**config.mk**
```make
export PLATFORM = sky130hd
export DESIGN_NAME = bfsa_ctrl
export DESIGN_NICKNAME = d
export VERILOG_FILES = /design/src/hdl/assert_macros.svh /design/src/hdl/bfsa_pkg.sv /design/src/hdl/bfsa_ctrl.sv
export SDC_FILE = /design/constraint.sdc
export NUM_CORES = 1
export LEC_CHECK = 0
export BUFFER_PORTS_ARGS = -buffer_cell sky130_fd_sc_hd__buf_2
export CAP_MARGIN = 25
export CORE_AREA = 2 2 39 41
export DETAILED_ROUTE_END_ITERATION = 10
export DIE_AREA = 0 0 41 43
export GPL_TIMING_DRIVEN = 0
export PLACE_DENSITY = 0.52
export SYNTH_ARGS = -nofsm -noshare
export SYNTH_HDL_FRONTEND = slang
export SYNTH_SLANG_ARGS = --single-unit
```
**constraint.sdc**
```tcl
create_clock -name clock -period 2.9 [get_ports clock]
set_clock_uncertainty 0.05 [all_clocks]
set_input_delay 0.29 -clock clock [delete_from_list [all_inputs] [get_ports clock]]
set_output_delay 0.29 -clock clock [all_outputs]
set_load 0.05 [all_outputs]
```
**src/hdl/assert_macros.svh**
```systemverilog
// Assertion macros used by the RTL top level.
`ifndef ASSERT_MACROS_SVH
`define ASSERT_MACROS_SVH

// Antecedent implies consequent in the same cycle.
`define AST_SAME(label, clk, rst, ante, cons) \
   label: assert property (@(posedge clk) disable iff (rst) (ante) |-> (cons)) \
      else $error("assertion failed: same-cycle implication");

// Antecedent implies consequent in the next cycle.
`define AST_NEXT(label, clk, rst, ante, cons) \
   label: assert property (@(posedge clk) disable iff (rst) (ante) |=> (cons)) \
      else $error("assertion failed: next-cycle implication");

`endif

```
**src/hdl/bfsa_pkg.sv**
```systemverilog
// Package with constants, types and codes of the best-fit segment allocator.
`timescale 1ns / 1ps
package bfsa_pkg;

   localparam int MAX_REQUESTS = 1023;
   localparam int MAX_SEGMENTS = 1024;
   localparam int ADDR_BITS    = 32;

   localparam int SEG_IDX_W = $clog2(MAX_SEGMENTS);
   localparam int REQ_IDX_W = $clog2(MAX_REQUESTS);
   localparam int CNT_W     = SEG_IDX_W + 1;
   localparam int ITEM_W    = $clog2(MAX_REQUESTS + 1);

   localparam logic [CNT_W-1:0]     SCAN_END  = CNT_W'(MAX_SEGMENTS);
   localparam logic [CNT_W-1:0]     GRANT_END = CNT_W'(MAX_REQUESTS);
   localparam logic [SEG_IDX_W-1:0] SEG_LAST  = SEG_IDX_W'(MAX_SEGMENTS - 1);
   localparam logic [ITEM_W-1:0]    REQ_LIMIT = ITEM_W'(MAX_REQUESTS);

   localparam logic CMD_ALLOC   = 1'b0;
   localparam logic CMD_RELEASE = 1'b1;

   typedef struct packed {
      logic                 valid;
      logic [ADDR_BITS-1:0] start;
      logic [ADDR_BITS-1:0] length;
      logic [31:0]          stamp;
   } seg_type;

   typedef struct packed {
      logic                 live;
      logic [ADDR_BITS-1:0] start;
      logic [ADDR_BITS-1:0] length;
   } grant_type;

   typedef enum logic [2:0] {
      ST_CLEAR,
      ST_IDLE,
      ST_CHECK,
      ST_SCAN,
      ST_KILL_A,
      ST_KILL_B,
      ST_ADD,
      ST_RESP
   } state_type;

   typedef struct packed {
      logic clear;
      logic accept;
      logic check;
      logic scan;
      logic kill_a;
      logic kill_b;
      logic add;
      logic rsp_load;
   } ctrl_cmd_type;

   typedef struct packed {
      logic clear_done;
      logic scan_done;
      logic go;
      logic is_alloc;
      logic rsp_busy;
   } dp_status_type;

endpackage

```
**src/hdl/bfsa_ctrl.sv**
```systemverilog
// Controller state machine sequencing clear, check, scan and table updates.
`timescale 1ns / 1ps
module bfsa_ctrl import bfsa_pkg::*; (
   input  logic          clock,
   input  logic          reset,
   input  logic          req_valid,
   output logic          req_ready,
   input  logic          csr_valid,
   input  dp_status_type status,
   output ctrl_cmd_type  cmd
);

   state_type state_ff, state_in;

   always_ff @(posedge clock) begin
      if (reset) begin
         state_ff <= ST_CLEAR;
      end else begin
         state_ff <= state_in;
      end
   end

   always_comb begin
      state_in  = state_ff;
      cmd       = '0;
      req_ready = 1'b0;
      unique case (state_ff)
         ST_CLEAR: begin
            cmd.clear = 1'b1;
            if (status.clear_done) begin
               state_in = ST_IDLE;
            end
         end
         ST_IDLE: begin
            req_ready = 1'b1;
            if (req_valid) begin
               cmd.accept = 1'b1;
               state_in   = ST_CHECK;
            end
         end
         ST_CHECK: begin
            cmd.check = 1'b1;
            if (status.go) begin
               state_in = ST_SCAN;
            end else if (status.is_alloc) begin
               state_in = ST_RESP;
            end else begin
               state_in = ST_IDLE;
            end
         end
         ST_SCAN: begin
            cmd.scan = 1'b1;
            if (status.scan_done) begin
               state_in = ST_KILL_A;
            end
         end
         ST_KILL_A: begin
            cmd.kill_a = 1'b1;
            state_in   = ST_KILL_B;
         end
         ST_KILL_B: begin
            cmd.kill_b = 1'b1;
            state_in   = ST_ADD;
         end
         ST_ADD: begin
            cmd.add  = 1'b1;
            state_in = status.is_alloc ? ST_RESP : ST_IDLE;
         end
         ST_RESP: begin
            if (!status.rsp_busy) begin
               cmd.rsp_load = 1'b1;
               state_in     = ST_IDLE;
            end
         end
         default: state_in = ST_CLEAR;
      endcase
      // a register write restarts the clearing pass
      if (csr_valid) begin
         cmd       = '0;
         req_ready = 1'b0;
         state_in  = ST_CLEAR;
      end
   end

endmodule

```
==> results by group, run 1 <==
Run status
  – Status: completed

Synth
  – Synth cell types: 23
  – Sequential cell area fraction in the yosys report: 20.34%
  – Share of the synthesized area in the top cell type: 20.34%
  – Most frequent cell after synthesis: nor3_1
  – Synth Instances: 41
  – Synth Flop Type: dfxtp_1
  – Syn nets: 50
  – Dominant cell type by area after synthesis: dfxtp_1
  – Yosys warnings: 0
  – Average size of a mapped cell: 7.202 sq um
  – Async SR Flop Fraction: 0%
  – #FFs+latches synth: 3
  – Synth Cell Area: ~300 sq um
  – Most frequent cells after synthesis: nor3_1 (6), nor2_1 (5), nand2b_1 (4)
  – Synth top area cells: dfxtp_1 (20%), nor3_1 (10%), nand2b_1 (8.5%)
  – Number of enable flip-flop cells after synthesis: 0

Routing
  – Vias: 351
  – DR iter-0 viols: 1
  – Vias per inst: approximately 4.6
  – Drc violations: 0
  – DR WL/cell: 9.740 um
  – WL final: 750 um
  – TritonRoute pass-1 iters: 4
  – ANT nets after route: 0

Setup path
  – Most used cell, CP: buf_2
  – Data required time at the worst endpoint: between 2 and 3 ns
  – Slowest stage cell on the critical path: dfxtp_1
  – Crit path from: state_ff[1]$_SDFFE_PP0P_
  – Worst R2R Path Depth: 4
  – Largest stage delay on the critical path: 0.39 ns
  – CP max FO: 10
  – CP endpoint kind: output pin
  – CP Depth: 4
  – WS Path Type: reg -> out
  – Launch point of the worst reg-to-reg path: state_ff[1]$_SDFFE_PP0P_
  – Worst Setup Start Kind: flip-flop
  – Buf/Inv on CP: 2
  – Largest delay share family, worst path: buffers and inverters
  – Critical path arrival: 1.45 ns
  – Sequence of cells on the critical path: buf_2 -> nand2b_1 -> nor3_1 -> buf_2

STA
  – FMAX: 557.4 MHz
  – Period utilization: 61.86%
  – Final setup violation count: 0
  – Setup TNS Final: 0 ns
  – Crit path time final: about 1.8 ns
  – Relative max-transition margin: 76.56%
  – Slew of the pin with the lowest slew margin: 0.3516 ns
  – Slew Viols, Final: 0
  – Final Hold Fails: 0
  – RSZ-0062 raised after global routing: no

Placed design
  – RD Place Congestion: just over 0.7
  – I/O Buffers: 16
  – Post-DP HPWL: 596.5 um

Finish
  – Util after Layout: 30.47%
  – Largest regs: state_ff x3
  – Layout cells sized above 1: 42.62%
  – Layout Nets: between 70 and 80
  – Fillers: 157
  – Synthesis-to-finish area growth: 42.80%
  – Diodes inserted: 0
  – Max reg flops: 3
  – Most flops, register: state_ff

Clock tree
  – CTS Buffer Depth: 2
  – CTS HTree Levels: 1
  – Total CTS buffers: 3
  – Setup repair bufs after CTS: 0
  – Clock Latency Late Sink: about 0.23 ns
  – TritonCTS clock tree: done
  – Clock transition at the registers of the reported paths: 0.04 ns
  – CTS root buf: clkbuf_4
  – Sink Count: 3
  – Resize count post-CTS: 0
  – # hold bufs at CTS: 0

Global routing
  – Remaining Overflow, GRT: 0
  – Vias in the first global route: approximately 320
  – Global-route wire length before repair: 1.214 mm
  – Largest net degree at the start of global routing: 11
  – Total GRT Usage: between 10% and 20%
  – Antenna violations before repair: 0

Min path
  – Worst min path class: in -> reg
  – Worst hold path cell count: 2
  – Hold_sp: reset

Floorplanning
  – Die X-Extent: 41 um
  – Die height: 43 um
  – Core area: 1384 sq um
  – Row Count: 14
  – Initial Util: 21.34%
  – Die area: 1763 sq um
  – Ports: 18

Pwr
  – VDD IR-drop max: between 0.2 and 0.25 mV
  – P per Cell Area: between 300 and 400 nW/um^2
  – Leakage: 0.1879 nW
  – Power Total: 0.0001488 W

Run
  – # Max-Cap Violations: 0
## per-stage QoR
stage / std cells / cell area, sq um / hold slack (ns) / worst slack [ns]
final: 77 / 421.7 / 0.2106 / 1.106
after global routing: 77 / 421.7 / 0.2029 / 0.9731
after CTS: 77 / 421.7 / 0.2061 / 1.092
after detailed placement: 73 / 395.4 / 0.4534 / 1.353
after global placement: 73 / 395.4 / 0.4525 / 1.344
after floorplan: 41 / 295.3 / 0.3089 / 0.3330
## final cells by class
| cell class | count | area, sq um | share of cell area, % |
|---|---|---|---|
| inverter | 1 | 3.754 | 0.8902 |
| sequential | 3 | 60.06 | 14.24 |
| buffer | 4 | 25.02 | 5.935 |
| clock buffer | 4 | 26.28 | 6.231 |
| multi-input combinational | 33 | 206.4 | 48.96 |
| timing repair buffer | 16 | 80.08 | 18.99 |
| tap | 16 | 20.02 | 4.748 |
## report_power, final
part	internal (W)	switching [W]	leakage, nW
clock network	0.0000516	0.0000216	0.0150
registers	0.0000425	0.00000108	0.0243
logic	0.0000118	0.0000201	0.149
## worst register-to-register path, delay by kind of cell (launching register included)
kind	cells	cell delay, ns
mux	1	0.33
flops	1	0.39
compound gates	2	0.42
simple gates	1	0.07
## worst paths after layout
kind / end / slack, ns
setup reg to reg: state_ff[1]$_SDFFE_PP0P_ / 1.53
hold reg to reg: state_ff[2]$_SDFFE_PP0P_ / 0.54
setup / recovery: cmd[0] / 1.11
hold / removal: state_ff[0]$_SDFFE_PP0P_ / 0.21
## layer usage
metal / track usage (%) / wire, um
met4: 2.000 / 0
met2: 15.63 / 336
met3: 4.712 / 38
met1: 12.14 / 376
met5: 0 / 0
## logic make-up (layout without fill, tap and decap cells)
logic type | Yosys count | after routing | synth area share [%]
compound gates | 9 | 9 | 24.57
buf+inv | 5 | 25 | 9.743
flops | 3 | 3 | 20.34
mux | 1 | 1 | 5.083
simple gates | 23 | 23 | 40.26
## cell usage in the layout, fill, tap and decap left out
cell type	instances
buf_2	18
nor3_1	6
nor2_1	5
nand2b_1	4
nand2_1	3
clkbuf_4	3
dfxtp_1	3
clkbuf_1	2
a21o_1	2
buf_6	1
and2_1	1
nor4_1	1
inv_2	1
a21oi_1	1
or3b_1	1
mux2_4	1
nand4_1	1
o21ai_1	1
a311oi_1	1
a21oi_2	1
a2111oi_2	1
nor2b_1	1
o211ai_1	1
a211oi_1	1
Power figures use the tool's default switching activity.
==> run 2: changes to the inputs <==
==> constraint.sdc (replaced) <==
create_clock -name clock -period 1.7 [get_ports clock]
set_clock_uncertainty 0.05 [all_clocks]
set_input_delay 0.17 -clock clock [delete_from_list [all_inputs] [get_ports clock]]
set_output_delay 0.17 -clock clock [all_outputs]
set_load 0.05 [all_outputs]
==> run 2 against run 1 <==
Effect of this change: power is 71% higher; critical path depth did not move; die area unchanged; critical endpoint unchanged; largest cell class unchanged.
==> results by group, run 2 (synthesis results as in run 1) <==
Run status
  – Status: completed

Finish
  – Largest regs: state_ff x3
  – Commonest non-fill, non-tap cell in the layout: buf_2
  – Diodes inserted: 0 (unchanged)
  – Most flops, register: state_ff
  – Fin cells: 77 (unchanged)
  – Layout cells sized above 1: 50.82% (+8.2 points)
  – Fillers: 159 (+1.3%)
  – Max reg flops: 3 (unchanged)
  – Synthesis-to-finish area growth: 54.24%
  – Layout Nets: 71 (unchanged)
  – Design area: 455.4 sq um (+8.0%)
  – Commonest non-fill, non-tap cells in the layout: buf_2 (15), clkbuf_4 (5), nor2_1 (5)

STA
  – Final setup violation count: 0 (unchanged)
  – FMAX: 623.5 MHz
  – Final WS setup: 0.09602 ns (-1.010 ns)
  – Slew of the pin with the lowest slew margin: 0.4470 ns (+0.09544 ns)
  – Period utilization: 94.35%
  – Final Hold Fails: 0 (unchanged)
  – Slew Viols, Final: 0 (unchanged)
  – Worst Hold Slack: 0.09741 ns (-0.1132 ns)
  – Relative max-transition margin: 70.20% (-6.4 points)
  – Crit path time final: 1.604 ns

Min path
  – Worst min path class: in -> reg
  – Worst hold path cell count: 2 (unchanged)

Setup path
  – Largest stage delay on the critical path: 0.38 ns (about the same)
  – CP max FO: 10 (unchanged)
  – WS Path Type: reg -> out
  – Worst Setup Start Kind: flip-flop
  – CP endpoint kind: output pin
  – Sequence of cells on the critical path: clkbuf_4 -> nand2b_1 -> nor3_2 -> clkbuf_4
  – Critical path arrival: 1.38 ns (-0.07 ns)
  – Slowest stage cell on the critical path: dfxtp_1
  – Data required time at the worst endpoint: 1.48 ns (-1.08 ns)
  – Most used cell, CP: clkbuf_4
  – Worst R2R Path Depth: 5 (+1)

Clock tree
  – CTS root buf: clkbuf_4
  – Sink Count: 3 (unchanged)
  – Setup repair bufs after CTS: 0 (unchanged)
  – TritonCTS clock tree: done
  – CTS Buffer Depth: 2 (unchanged)
  – Clock Latency Late Sink: 0.23 ns (about the same)
  – Clock transition at the registers of the reported paths: 0.04 ns (about the same)
  – Total CTS buffers: 3 (unchanged)
  – CTS HTree Levels: 1 (unchanged)

Pwr
  – VDD IR-drop max: 0.2977 mV (+43%)
  – Leakage: 0.1951 nW (+3.8%)
  – Power Total: 0.0002544 W (+71%)
  – P per Cell Area: 558.5 nW/um^2 (+58%)

Routing
  – WL final: 786 um (+4.8%)
  – TritonRoute pass-1 iters: 2 (-2)
  – Drc violations: 0 (unchanged)
  – ANT nets after route: 0 (unchanged)
  – Vias per inst: 4.623 (+1.4%)
  – Vias: 356 (+1.4%)
  – DR iter-0 viols: 3 (+2)
  – DR WL/cell: 10.21 um (+4.8%)

Floorplanning
  – Initial Util: 21.34% (unchanged)
  – Core area: 1384 sq um (unchanged)
  – Die area: 1763 sq um (unchanged)
  – Die height: 43 um (unchanged)
  – Die X-Extent: 41 um (unchanged)
  – Row Count: 14 (unchanged)
  – Ports: 18 (unchanged)

Placed design
  – RD Place Congestion: 0.6828 (-5.8%)
  – I/O Buffers: 16 (unchanged)
  – Inst Count DP: 73 (unchanged)
  – Post-DP HPWL: 630.3 um (+5.7%)
  – Post-place setup slack: 0.2589 ns (-1.094 ns)
  – DP Area: 421.7 sq um (+6.6%)

Global routing
  – Total GRT Usage: 9.719% (-0.30 points)
  – Remaining Overflow, GRT: 0 (unchanged)
  – Largest net degree at the start of global routing: 11 (unchanged)
  – Antenna violations before repair: 0 (unchanged)
  – Global-route wire length before repair: 1.179 mm (-2.9%)
  – Vias in the first global route: 307 (-2.8%)

Run
  – # Max-Cap Violations: 0 (unchanged)
run 2: cell count changes in the layout (fill, tap and decap cells not counted), sizes merged:
cell,previous run,this run
clkbuf,5,7
buf,19,17
run 2: per-layer routing:
metal  routed length [um]  vias to the layer above  global-route usage, %
met5                    0                        -                      0
met4                    0                        0                  4.000
met3                   62                        0                  3.141
met2                  364                       14                  17.19
met1                  359                      154                  9.585
li1                     -                      188                      -
run 2: cell type report:
type / instances / area (sq um) / share of cell area, %
multi-input cells: 33 / 232.7 / 51.10
repair buffers: 16 / 85.08 / 18.68
flip-flops and latches: 3 / 60.06 / 13.19
plain buffers: 4 / 27.53 / 6.044
clock buffers: 4 / 26.28 / 5.769
well taps: 16 / 20.02 / 4.396
inverters: 1 / 3.754 / 0.8242
run 2: where the power goes:
part           internal, W  switching (W)
Sequential       0.0000726     0.00000175
Clock            0.0000878      0.0000342
Combinational    0.0000212      0.0000368
run 2: metrics by stage:
step | util (%) | TNS (ns)
after detailed placement | 30.47 | 0
after global placement | 30.47 | 0
after global routing | 32.91 | -0.0006858
after CTS | 32.37 | 0
final | 32.91 | 0
after floorplan | - | -0.5611
run 2: path summary, 6_finish.rpt:
kind | from | to | slack, ns
max | state_ff[1]$_SDFFE_PP0P_ | cmd[0] | 0.1
min reg2reg | state_ff[1]$_SDFFE_PP0P_ | state_ff[2]$_SDFFE_PP0P_ | 0.54
min | reset | state_ff[0]$_SDFFE_PP0P_ | 0.1
max reg2reg | state_ff[0]$_SDFFE_PP0P_ | state_ff[1]$_SDFFE_PP0P_ | 0.32
run 2: what timing repair did:
item	in CTS	in global routing
gates resized for setup	0	4
setup endpoints to repair	0	3
hold endpoints to repair	0	0
hold buffers	0	0
run 2: critical path, delay by kind of cell, from the launching register on:
kind / cells / cell delay (ns)
simple gates: 2 / 0.29
flops: 1 / 0.38
buf+inv: 2 / 0.48
==> run 3: changes to the inputs <==
--- a/config.mk
+++ b/config.mk
@@ -5,13 +5,15 @@
 export SDC_FILE = /design/constraint.sdc
 export NUM_CORES = 1
 export LEC_CHECK = 0
+export ABC_AREA = 1
 export BUFFER_PORTS_ARGS = -buffer_cell sky130_fd_sc_hd__buf_2
 export CAP_MARGIN = 25
 export CORE_AREA = 2 2 39 41
 export DETAILED_ROUTE_END_ITERATION = 10
 export DIE_AREA = 0 0 41 43
 export GPL_TIMING_DRIVEN = 0
-export PLACE_DENSITY = 0.52
+export PLACE_DENSITY = 0.6
+export SLEW_MARGIN = 20
 export SYNTH_ARGS = -nofsm -noshare
 export SYNTH_HDL_FRONTEND = slang
 export SYNTH_SLANG_ARGS = --single-unit
==> run 3 against run 2 <==
Effect of this change: highest routed layer is now met4; sequential cell count did not move; sequential share of layout area is 1.9 points lower; count of clock-buffer cells in the layout stayed put; synthesized area up 33%; power is 11% higher; largest cell class unchanged; final area rose by 17%; die area unchanged; final cell count grew 23%; synthesized cell count grew 44%; largest power group unchanged; setup slack improved by 0.043 ns; sequential power shrank 0.5%; critical path depth is the same.
==> results by group, run 3 <==
Run status
  – Status: completed

Routing
  – ANT nets after route: 0 (unchanged)
  – Vias per inst: 4.568 (-1.2%)
  – Vias: 434 (+22%)
  – TritonRoute pass-1 iters: 4 (+2)
  – DR WL/cell: 8.947 um (-12%)
  – Drc violations: 0 (unchanged)
  – WL final: 850 um (+8.1%)
  – DR iter-0 viols: 5 (+2)

Global routing
  – Total GRT Usage: 11.62% (+1.9 points)
  – Largest net degree at the start of global routing: 11 (unchanged)
  – Vias in the first global route: 378 (+23%)
  – Antenna violations before repair: 0 (unchanged)
  – Busiest grt layer: met2
  – M2 GR Usage: 18.75% (+1.6 points)
  – Global-route wire length before repair: 1.421 mm (+21%)
  – Met3 Use GR: 3.141% (unchanged)
  – Routing usage on met1: 13.10% (+3.5 points)
  – Remaining Overflow, GRT: 0 (unchanged)

Clock tree
  – CTS Buffer Depth: 2 (unchanged)
  – Clock transition at the registers of the reported paths: 0.04 ns (about the same)
  – CTS HTree Levels: 1 (unchanged)
  – Total CTS buffers: 3 (unchanged)
  – Clock Latency Late Sink: 0.24 ns (about the same)
  – # hold bufs at CTS: 0 (unchanged)
  – Resize count post-CTS: 0 (unchanged)
  – Sink Count: 3 (unchanged)
  – TritonCTS clock tree: done
  – CTS root buf: clkbuf_4
  – Setup repair bufs after CTS: 0 (unchanged)

Setup path
  – WS Path Type: reg -> out
  – FF-to-FF End: state_ff[1]$_SDFFE_PP0P_
  – Data required time at the worst endpoint: 1.48 ns (about the same)
  – CP endpoint kind: output pin
  – Worst Setup Start Kind: flip-flop
  – Worst reg2reg setup slack: 0.55 ns (+0.23 ns)
  – Sequence of cells on the critical path: buf_6 -> inv_2 -> nor4_1 -> buf_2
  – Worst R2R Path Depth: 7 (+2)
  – Largest stage delay on the critical path: 0.32 ns (-0.06 ns)
  – Launch point of the worst reg-to-reg path: state_ff[1]$_SDFFE_PP0P_
  – Critical path arrival: 1.34 ns (-0.04 ns)
  – Slowest stage cell on the critical path: dfxtp_1
  – CP max FO: 10 (unchanged)

Synth
  – Dominant cell type by area after synthesis: dfxtp_1
  – Yosys warnings: 0 (unchanged)
  – Synth Cell Area: 392.9 sq um (+33%)
  – Synth Flop Type: dfxtp_1
  – Share of the synthesized area in the top cell type: 15.29% (-5.1 points)
  – Synth top area cells: dfxtp_1 (15%), nor2_4 (11%), nand2_1 (8.6%)
  – Sequential cell area fraction in the yosys report: 15.29% (-5.1 points)
  – #FFs+latches synth: 3 (unchanged)
  – Synth cell types: 18 (-22%)
  – Async SR Flop Fraction: 0% (unchanged)
  – Number of enable flip-flop cells after synthesis: 0 (unchanged)
  – Most frequent cell after synthesis: nand2_1
  – Synth Instances: 59 (+44%)
  – Average size of a mapped cell: 6.659 sq um (-7.5%)
  – Most frequent cells after synthesis: nand2_1 (9), inv_1 (7), nor2_1 (6)
  – Syn nets: 68 (+36%)

Floorplanning
  – Ports: 18 (unchanged)
  – Core area: 1384 sq um (unchanged)
  – Initial Util: 28.39% (+7.1 points)
  – Die area: 1763 sq um (unchanged)
  – Die X-Extent: 41 um (unchanged)
  – Row Count: 14 (unchanged)
  – Die height: 43 um (unchanged)

STA
  – RSZ-0062 raised after global routing: no
  – Final setup violation count: 0 (unchanged)
  – Final WS setup: 0.1393 ns (+0.04332 ns)
  – Period utilization: 91.80% (-2.5 points)
  – Final Hold Fails: 0 (unchanged)
  – Crit path time final: 1.561 ns (-0.04332 ns)
  – Slew of the pin with the lowest slew margin: 0.4060 ns (-0.04101 ns)
  – Worst Hold Slack: 0.1687 ns (+0.07134 ns)
  – Slew Viols, Final: 0 (unchanged)
  – FMAX: 640.8 MHz (+2.8%)
  – Relative max-transition margin: 72.93% (+2.7 points)

Placed design
  – Inst Count DP: 91 (+25%)
  – DP Area: 503.0 sq um (+19%)
  – I/O Buffers: 16 (unchanged)
  – Post-DP HPWL: 701.6 um (+11%)
  – Post-place setup slack: 0.3816 ns (+0.1227 ns)
  – RD Place Congestion: 0.6615 (-3.1%)

Pwr
  – VDD IR-drop max: 0.3006 mV (+0.97%)
  – P per Cell Area: 529.7 nW/um^2 (-5.2%)
  – Leakage: 0.2691 nW (+38%)

Finish
  – Diodes inserted: 0 (unchanged)
  – Layout Nets: 89 (+25%)
  – Largest regs: state_ff x3
  – Layout cells sized above 1: 46.84% (-4.0 points)
  – Commonest non-fill, non-tap cell in the layout: buf_2
  – Fillers: 163 (+2.5%)
  – Most flops, register: state_ff
  – Commonest non-fill, non-tap cells in the layout: buf_2 (15), nand2_1 (9), inv_1 (7)
  – Fin cells: 95 (+23%)
  – Synthesis-to-finish area growth: 35.35%
  – Design area: 531.8 sq um (+17%)
  – Max reg flops: 3 (unchanged)

Min path
  – Worst hold path cell count: 4 (+2)
  – Worst Hold End: state_ff[2]$_SDFFE_PP0P_
  – Worst min path class: in -> reg
  – Hold_sp: reset

Run
  – # Max-Cap Violations: 0 (unchanged)
## run 3: cell types whose count changed in the layout (fill, tap and decap cells not counted), moves of 3 or more
cell      before  now
nand2_1        3    9
nor4_1         0    3
nand2_2        0    3
nand2b_1       4    0
inv_1          0    7
nor2_4         0    4
## run 3: metrics by stage
stage	TNS (ns)	util (%)	power (W)
final	0	38.43	0.0002817
after global routing	0	38.43	0.0003101
after CTS	0	38.25	0.0002888
after detailed placement	0	36.35	0.0001553
after global placement	0	36.35	0.0001547
after floorplan	-1.998	-	0.0001374
## run 3: area by class of cell
class / instances / area, sq um / share of cell area, %
plain buffers: 4 / 37.54 / 7.059
multi-input cells: 43 / 271.5 / 51.06
repair buffers: 16 / 82.58 / 15.53
inverters: 9 / 33.78 / 6.353
clock buffers: 4 / 26.28 / 4.941
well taps: 16 / 20.02 / 3.765
flip-flops and latches: 3 / 60.06 / 11.29
## run 3: how the worst max path moves through the flow
stage	start	end	cells past startpoint
floorplan	state_ff[2]$_SDFFE_PP0P_	cmd[0]	3
global placement	state_ff[0]$_SDFFE_PP0P_	cmd[2]	6
detailed placement	state_ff[2]$_SDFFE_PP0P_	cmd[3]	4
CTS	state_ff[2]$_SDFFE_PP0P_	cmd[3]	4
global route	state_ff[0]$_SDFFE_PP0P_	cmd[6]	6
finish	state_ff[2]$_SDFFE_PP0P_	cmd[3]	4
## run 3: power breakdown
part | switching [W] | internal [W] | total [W]
logic | 0.0000513 | 0.0000285 | 0.0000798
registers | 0.00000109 | 0.0000728 | 0.0000739
clock network | 0.0000398 | 0.0000881 | 0.000128
total | 0.0000922 | 0.000189 | 0.000282
## run 3: worst max-delay path: cells and delay by family, from the launching register on
kind,cells,cell delay (ns)
buf+inv,3,0.54
flops,1,0.32
simple gates,1,0.24
## run 3: cells by family after synthesis
| family | count (synthesis) | share of synthesized area [%] |
|---|---|---|
| and+or+nand+nor | 37 | 58.91 |
| AOI/OAI and AO/OA | 6 | 7.641 |
| DFF | 3 | 15.29 |
| buffers and inverters | 13 | 18.15 |
## run 3: layer usage
layer  share of wire, %  up-vias
met5                  0        -
met4                2.0        0
met3                7.6        2
met2                 43       16
met1                 47      187
li1                   -      229
